[config.mk]
export PLATFORM = sky130hd
export DESIGN_NAME = ascii_adjust_and_add_carry_unit
export DESIGN_NICKNAME = d
export VERILOG_FILES = /design/src/hdl/aaac_pkg.sv /design/src/hdl/ascii_adjust_and_add_carry_unit.sv /design/src/hdl/aaac_alu.sv
export SDC_FILE = /design/constraint.sdc
export NUM_CORES = 1
export LEC_CHECK = 0
export BUFFER_PORTS_ARGS = -buffer_cell sky130_fd_sc_hd__buf_2
export CAP_MARGIN = 40
export CORE_UTILIZATION = 30
export CTS_CLUSTER_DIAMETER = 200
export DETAILED_ROUTE_END_ITERATION = 12
export MAX_ROUTING_LAYER = met4
export PLACE_DENSITY = 0.5
export REMOVE_ABC_BUFFERS = 1
export SLEW_MARGIN = 20
export SYNTH_ARGS = -nofsm -noshare
export SYNTH_HDL_FRONTEND = slang
export SYNTH_SLANG_ARGS = --single-unit
[constraint.sdc]
create_clock -name aclk -period 8.5 [get_ports aclk]
set_clock_uncertainty 0.2 [all_clocks]
set_input_delay 1.7 -clock aclk [delete_from_list [all_inputs] [get_ports aclk]]
set_output_delay 1.7 -clock aclk [all_outputs]
set_load 0.005 [all_outputs]
[src/hdl/aaac_pkg.sv]
`timescale 1ns / 1ps

package aaac_pkg;

    // Instruction codes carried on the mode field.
    typedef enum logic [2:0] {
        MODE_AAA      = 3'd0,
        MODE_AAS      = 3'd1,
        MODE_AAD      = 3'd2,
        MODE_AAM      = 3'd3,
        MODE_ADC_BYTE = 3'd4,
        MODE_ADC_WORD = 3'd5
    } mode_t;

    localparam logic [15:0] ADJ_WORD    = 16'h0106;
    localparam logic [7:0]  DEC_BASE    = 8'h0A;
    localparam logic [7:0]  NIBBLE_MASK = 8'b0000_1111;
    localparam logic [3:0]  NIBBLE_MAX  = 4'h9;

    // Reciprocal of ten scaled by 2^11; exact quotient for any 8-bit dividend.
    localparam logic [7:0]  RECIP_TEN   = 8'd205;
    localparam int          RECIP_SHIFT = 11;

    // Architectural state kept between instructions.
    typedef struct packed {
        logic [15:0] acc;
        logic        carry;
        logic        aux;
        logic        parity;
        logic        sign;
        logic        zero;
    } arch_state_t;

endpackage

[src/hdl/ascii_adjust_and_add_carry_unit.sv]
`timescale 1ns / 1ps

// Channel   Direction  Handshake          Payload
// s_        in         s_valid / s_ready  s_mode, s_imm_low, s_imm_high
// m_        out        m_valid / m_ready  m_ax_out, m_carry_out, m_aux_out, m_parity_out,
//                                         m_sign_out, m_zero_out, m_bad_base
//
// One instruction is accepted per cycle while s_ready is high. It executes while held in
// the input register, and its result, with the kept AX and flags, is written when it
// executes, so each result passes the input register and then the result register.
// Reset (aresetn low at a rising edge) clears AX, all flags and both valid bits.
// While the result register is held by a low m_ready, the input register still takes
// one more transfer; s_ready then falls until the result is taken.
module ascii_adjust_and_add_carry_unit (
    input  logic        aclk,
    input  logic        aresetn,
    input  logic        s_valid,
    output logic        s_ready,
    input  logic [2:0]  s_mode,
    input  logic [7:0]  s_imm_low,
    input  logic [7:0]  s_imm_high,
    output logic        m_valid,
    input  logic        m_ready,
    output logic [15:0] m_ax_out,
    output logic        m_carry_out,
    output logic        m_aux_out,
    output logic        m_parity_out,
    output logic        m_sign_out,
    output logic        m_zero_out,
    output logic        m_bad_base
);

    // Input register stage.
    logic       in_valid_reg;
    logic       in_valid_next;
    logic [2:0] mode_reg;
    logic [7:0] imm_low_reg;
    logic [7:0] imm_high_reg;

    // Kept architectural state and its value after the held instruction.
    aaac_pkg::arch_state_t state_reg;
    aaac_pkg::arch_state_t state_next;
    logic                  bad_next;

    // Result register stage.
    logic        out_valid_reg;
    logic        out_valid_next;
    logic [15:0] ax_out_reg;
    logic        carry_out_reg;
    logic        aux_out_reg;
    logic        parity_out_reg;
    logic        sign_out_reg;
    logic        zero_out_reg;
    logic        bad_base_reg;

    logic s_fire;
    logic exec_fire;

    // The held instruction executes whenever the result register is free or being
    // emptied in the same cycle.
    assign exec_fire = in_valid_reg && (!out_valid_reg || m_ready);
    assign s_ready   = !in_valid_reg || exec_fire;
    assign s_fire    = s_valid && s_ready;

    assign in_valid_next  = s_fire || (in_valid_reg && !exec_fire);
    assign out_valid_next = exec_fire || (out_valid_reg && !m_ready);

    aaac_alu u_alu (
        .mode     (mode_reg),
        .imm_low  (imm_low_reg),
        .imm_high (imm_high_reg),
        .cur      (state_reg),
        .nxt      (state_next),
        .bad_base (bad_next)
    );

    // Control state and the kept accumulator and flags.
    always_ff @(posedge aclk) begin
        if (!aresetn) begin
            in_valid_reg  <= 1'b0;
            out_valid_reg <= 1'b0;
            state_reg     <= '0;
        end else begin
            in_valid_reg  <= in_valid_next;
            out_valid_reg <= out_valid_next;
            if (exec_fire) begin
                state_reg <= state_next;
            end
        end
    end

    // Payload registers carry no reset.
    always_ff @(posedge aclk) begin
        if (s_fire) begin
            mode_reg     <= s_mode;
            imm_low_reg  <= s_imm_low;
            imm_high_reg <= s_imm_high;
        end
        if (exec_fire) begin
            ax_out_reg     <= state_next.acc;
            carry_out_reg  <= state_next.carry;
            aux_out_reg    <= state_next.aux;
            parity_out_reg <= state_next.parity;
            sign_out_reg   <= state_next.sign;
            zero_out_reg   <= state_next.zero;
            bad_base_reg   <= bad_next;
        end
    end

    assign m_valid      = out_valid_reg;
    assign m_ax_out     = ax_out_reg;
    assign m_carry_out  = carry_out_reg;
    assign m_aux_out    = aux_out_reg;
    assign m_parity_out = parity_out_reg;
    assign m_sign_out   = sign_out_reg;
    assign m_zero_out   = zero_out_reg;
    assign m_bad_base   = bad_base_reg;

    // A pending result always mirrors the kept accumulator, since both are written
    // together and the state moves only when a new result is written.
    assert property (@(posedge aclk) disable iff (!aresetn)
        m_valid |-> (m_ax_out == state_reg.acc) && (m_carry_out == state_reg.carry))
        else $error("pending result disagrees with the kept state");

    // A rejected base leaves the whole state untouched.
    assert property (@(posedge aclk) disable iff (!aresetn)
        exec_fire && bad_next |=> (state_reg == $past(state_reg)))
        else $error("state changed on a bad base");

    // AAM always leaves a single decimal digit in AL.
    assert property (@(posedge aclk) disable iff (!aresetn)
        exec_fire && (mode_reg == aaac_pkg::MODE_AAM) && !bad_next
        |=> (state_reg.acc[7:0] < aaac_pkg::DEC_BASE))
        else $error("AAM remainder out of range");

    // Nothing is executed without a held instruction, and an instruction held while
    // the result side is free must execute.
    assert property (@(posedge aclk) disable iff (!aresetn)
        in_valid_reg && !out_valid_reg |-> exec_fire)
        else $error("held instruction not executed");

endmodule

[src/hdl/aaac_alu.sv]
`timescale 1ns / 1ps

// Combinational execution of one accumulator instruction on the kept state.
module aaac_alu (
    input  logic [2:0]           mode,
    input  logic [7:0]           imm_low,
    input  logic [7:0]           imm_high,
    input  aaac_pkg::arch_state_t cur,
    output aaac_pkg::arch_state_t nxt,
    output logic                 bad_base
);

    logic [7:0]  al;
    logic [7:0]  ah;
    logic        adjust;
    logic [15:0] adj_sum;
    logic [15:0] adj_diff;
    logic [7:0]  aad_al;
    logic [15:0] aam_prod;
    logic [4:0]  aam_quot;
    logic [7:0]  aam_rem;
    logic [7:0]  adcb_al;
    logic [15:0] adcw_ax;
    logic        base_ok;

    assign al       = cur.acc[7:0];
    assign ah       = cur.acc[15:8];
    assign adjust   = (al[3:0] > aaac_pkg::NIBBLE_MAX) || cur.aux;
    assign adj_sum  = cur.acc + aaac_pkg::ADJ_WORD;
    assign adj_diff = cur.acc - aaac_pkg::ADJ_WORD;
    assign base_ok  = (imm_low == aaac_pkg::DEC_BASE);

    // AH * 10 as two shifts, truncated to a byte.
    assign aad_al   = al + {ah[4:0], 3'b000} + {ah[6:0], 1'b0};

    assign aam_prod = al * aaac_pkg::RECIP_TEN;
    assign aam_quot = aam_prod[15:aaac_pkg::RECIP_SHIFT];
    assign aam_rem  = al - ({aam_quot, 3'b000} + {2'b00, aam_quot, 1'b0});

    assign adcb_al  = al + imm_low + {7'd0, cur.carry};
    assign adcw_ax  = cur.acc + {imm_high, imm_low} + {15'd0, cur.carry};

    always_comb begin
        nxt      = cur;
        bad_base = 1'b0;
        case (mode)
            aaac_pkg::MODE_AAA: begin
                nxt.acc   = adjust ? {adj_sum[15:8], adj_sum[7:0] & aaac_pkg::NIBBLE_MASK}
                                   : {ah, al & aaac_pkg::NIBBLE_MASK};
                nxt.aux   = adjust;
                nxt.carry = adjust;
            end
            aaac_pkg::MODE_AAS: begin
                nxt.acc   = adjust ? {adj_diff[15:8], adj_diff[7:0] & aaac_pkg::NIBBLE_MASK}
                                   : {ah, al & aaac_pkg::NIBBLE_MASK};
                nxt.aux   = adjust;
                nxt.carry = adjust;
            end
            aaac_pkg::MODE_AAD: begin
                if (base_ok) begin
                    nxt.acc    = {8'd0, aad_al};
                    nxt.parity = ~^aad_al;
                    nxt.sign   = aad_al[7];
                    nxt.zero   = (aad_al == 8'd0);
                end else begin
                    bad_base = 1'b1;
                end
            end
            aaac_pkg::MODE_AAM: begin
                if (base_ok) begin
                    nxt.acc    = {3'd0, aam_quot, aam_rem};
                    nxt.parity = ~^aam_rem;
                    nxt.sign   = aam_rem[7];
                    nxt.zero   = (aam_rem == 8'd0);
                end else begin
                    bad_base = 1'b1;
                end
            end
            aaac_pkg::MODE_ADC_BYTE: begin
                nxt.acc = {ah, adcb_al};
            end
            aaac_pkg::MODE_ADC_WORD: begin
                nxt.acc = adcw_ax;
            end
            default: begin
                nxt = cur;
            end
        endcase
    end

endmodule
==> impl_metrics.csv <==
group,metric,value,unit
yosys,syn_area_per_cell,9.25,sq um
yosys,synth_cells,670,
sta,tns,0,ns
cts,ctsHoldBuffers,0,
detailed_routing,wl_met1,9190,um
critical_path,cp-start-kind,"flip-flop",
critical_path,setup.worst_path.class,"flip-flop to flip-flop",
detailed_routing,wl_met2,7650,um
flow_run,max-cap-violations,0,
min_path,min_path_cells,2,
grt,grt_pass1_vias,4922,
outcome,outcome,"finished clean",
critical_path,crit_fanout,5,
detailed_routing,vias,5076,
cts,cts.sinks,64,
detailed_routing,dr.pass1.iters,5,
cts,h-tree-depth,3,
power_and_ir_drop,power.density,161,mW/mm^2
critical_path,reg2regPathDepth,32,
place,place.gp.congestion,0.878,
power_and_ir_drop,p_leak,0.00320,uW
detailed_routing,wl_met3,866,um
final_layout,nFillCells,2088,
place,hpwl,14000,um
detailed_routing,drt_iter0_markers,371,
min_path,min_path_type,"flip-flop to flip-flop",
yosys,yosys_warnings,0,
yosys,synthTopCellsByCount,"ha_1 (93), inv_1 (64), nand2_1 (59), edfxtp_1 (41), nor2_1 (41)",
cts,cts_tree,"yes",
critical_path,ff2ff_setup_slack,0.95,ns
grt,grt_pass1_wl,28300,um
critical_path,reg2reg_from,"state_reg[6]",
detailed_routing,via_per_inst,5.13,
critical_path,crit_path_max_incr_delay,0.52,ns
final_layout,num_antenna_cells,0,
min_path,hp-start,"state_reg[0]",
yosys,synth_ff_type,"edfxtp_1",
sta,grt_setup_unrepaired,"false",
cts,cts_setup_buffers,0,
power_and_ir_drop,fin_total_pwr,1140,uW
critical_path,crit_start,"state_reg[6]",
yosys,yosysMostFrequentCell,"ha_1",
cts,clockRootBuffer,"clkbuf_16",
place,pre_cts_ws,0.973,ns
min_path,holdPathEnd,"state_reg[0]",
sta,drv_slew,0,
yosys,yosys.area.top_type_share,19.9,%
critical_path,cp_slowest_cell,"fa_1",
sta,final.min_clock_period,7.55,ns
cts,cts_buffer_depth,2,
yosys,ys_types,76,
yosys,synthArstFlopShare,0,%
cts,clk_latency,0.34,ns
final_layout,nets,850,
cts,cts.clk_slew.worst_paths,0.06,ns
sta,fmax,132,MHz
final_layout,fin_area,0.00712,sq mm
die,die_y,146,um
die,core-area,0.0202,sq mm
die,io_pins,47,
grt,grt_max_degree,39,
die,die_x,146,um
grt,antenna_found_initial,0,
sta,hold_viol_final,0,
final_layout,synthToLayoutAreaGrowth,14.9,%
critical_path,cp.arrival,7.62,ns
die,rows,52,
final_layout,drive_gt1_share,12.2,%
yosys,synth_area_leaders,"edfxtp_1 (20%), ha_1 (19%), dfxtp_1 (7.4%)",
critical_path,end_kind,"flip-flop",
detailed_routing,top_layer,"met4",
final_layout,largest_reg_flops,21,
sta,final-setup-viol-count,0,
sta,post-route-worst-setup-slack,0.951,ns
power_and_ir_drop,peakVddDrop,0.000105,V
place,dpl.cell_count,973,
detailed_routing,wire_per_inst,18.1,um
place,io_buffer_count,46,
sta,finalCritPeriodShare,88.8,%
place,dpl_cell_area,0.00676,sq mm
grt,grt_usage,18.0,%
detailed_routing,drtAntennaViolNets,0,
cts,cts_made_buffers,9,
final_layout,instances_no_fill,990,
yosys,synth_edf_count,41,
sta,maxSlewHeadroom,42.6,%
die,start_util,30.6,%
sta,worstMarginPinSlew,0.854,ns
yosys,synth_area,0.00620,sq mm
critical_path,r2r-end,"state_reg[2]",
detailed_routing,drc_errors,0,
yosys,ys_ff_latch,64,
grt,grt_overflow,0,
yosys,yosysSeqAreaShare,27.3,%
critical_path,crit_required,8.57,ns
die,die_area,0.0212,sq mm
detailed_routing,wl,17900,um
yosys,synth_largest_area_cell,"edfxtp_1",
cts,cts-resized-gates,0,
## worst max-delay path: cells and delay by family (launching register included)
family                   cells  cell delay, ns
XOR/XNOR                     6            1.03
adder cells (fa/ha/maj)      7            2.62
AO/OA/AOI/OAI               10            2.14
AND/OR/NAND/NOR              4            0.76
buffers and inverters        5            0.41
flip-flops                   1            0.32
## metrics by stage
stage	hold WS, ns	utilization, %
finish	0.264	35.2
global route	0.298	35.2
CTS	0.269	35.1
detailed placement	0.261	33.4
global placement	0.255	33.4
floorplan	0.244	-
## cell type report
| class | instances | area [sq um] | share of cell area, % |
|---|---|---|---|
| repair buffers | 59 | 335 | 4.71 |
| clock inverters | 7 | 119 | 1.67 |
| multi-input cells | 516 | 4170 | 58.5 |
| inverters | 65 | 244 | 3.43 |
| clock buffers | 9 | 225 | 3.16 |
| flip-flops and latches | 64 | 1690 | 23.8 |
| well taps | 270 | 338 | 4.75 |
## how the worst max path moves through the flow
stage	slack [ns]	cells past startpoint	to
after floorplan	1.12	31	state_reg[2]
after CTS	0.97	32	state_reg[2]
final	0.95	32	state_reg[2]
after global routing	0.41	32	state_reg[2]
after global placement	1.09	32	state_reg[2]
after detailed placement	0.97	32	state_reg[2]
## where the power goes
group          internal [uW]  total [uW]  switching (uW)
logic                    153         353             200
clock network            287         425             139
registers                349         366            16.8
total                    789        1140             355
## cells by family after synthesis
family          count (synthesis)  synth area share [%]
flops                          64                  27.3
mux                             8                  1.33
compound gates                185                  21.4
buf+inv                        90                  5.45
simple gates                  164                  13.0
xor+xnor                       47                  6.64
fa+ha+maj                     112                  24.9
## metal layers
metal	global-route usage (%)	vias up
met1	25.6	2387
met3	3.29	17
met2	25.7	148
met4	4.89	0
li1	-	2524
met5	-	-
## placed cells by master (no fill, tap or decap), types with 9 or more instances in the layout
master / Yosys / final
nor2_1: 41 / 41
xor2_1: 17 / 17
o21ai_0: 36 / 36
ha_1: 93 / 93
edfxtp_1: 41 / 41
inv_1: 64 / 64
a21o_1: 11 / 11
nand2_1: 59 / 59
xnor2_1: 30 / 30
a21oi_1: 36 / 36
buf_4: 0 / 12
o21a_1: 14 / 14
clkbuf_16: 0 / 9
dfxtp_1: 23 / 23
buf_2: 0 / 46
fa_1: 19 / 19
a21boi_0: 10 / 10
Note: power is estimated with default switching activity, not from simulation.
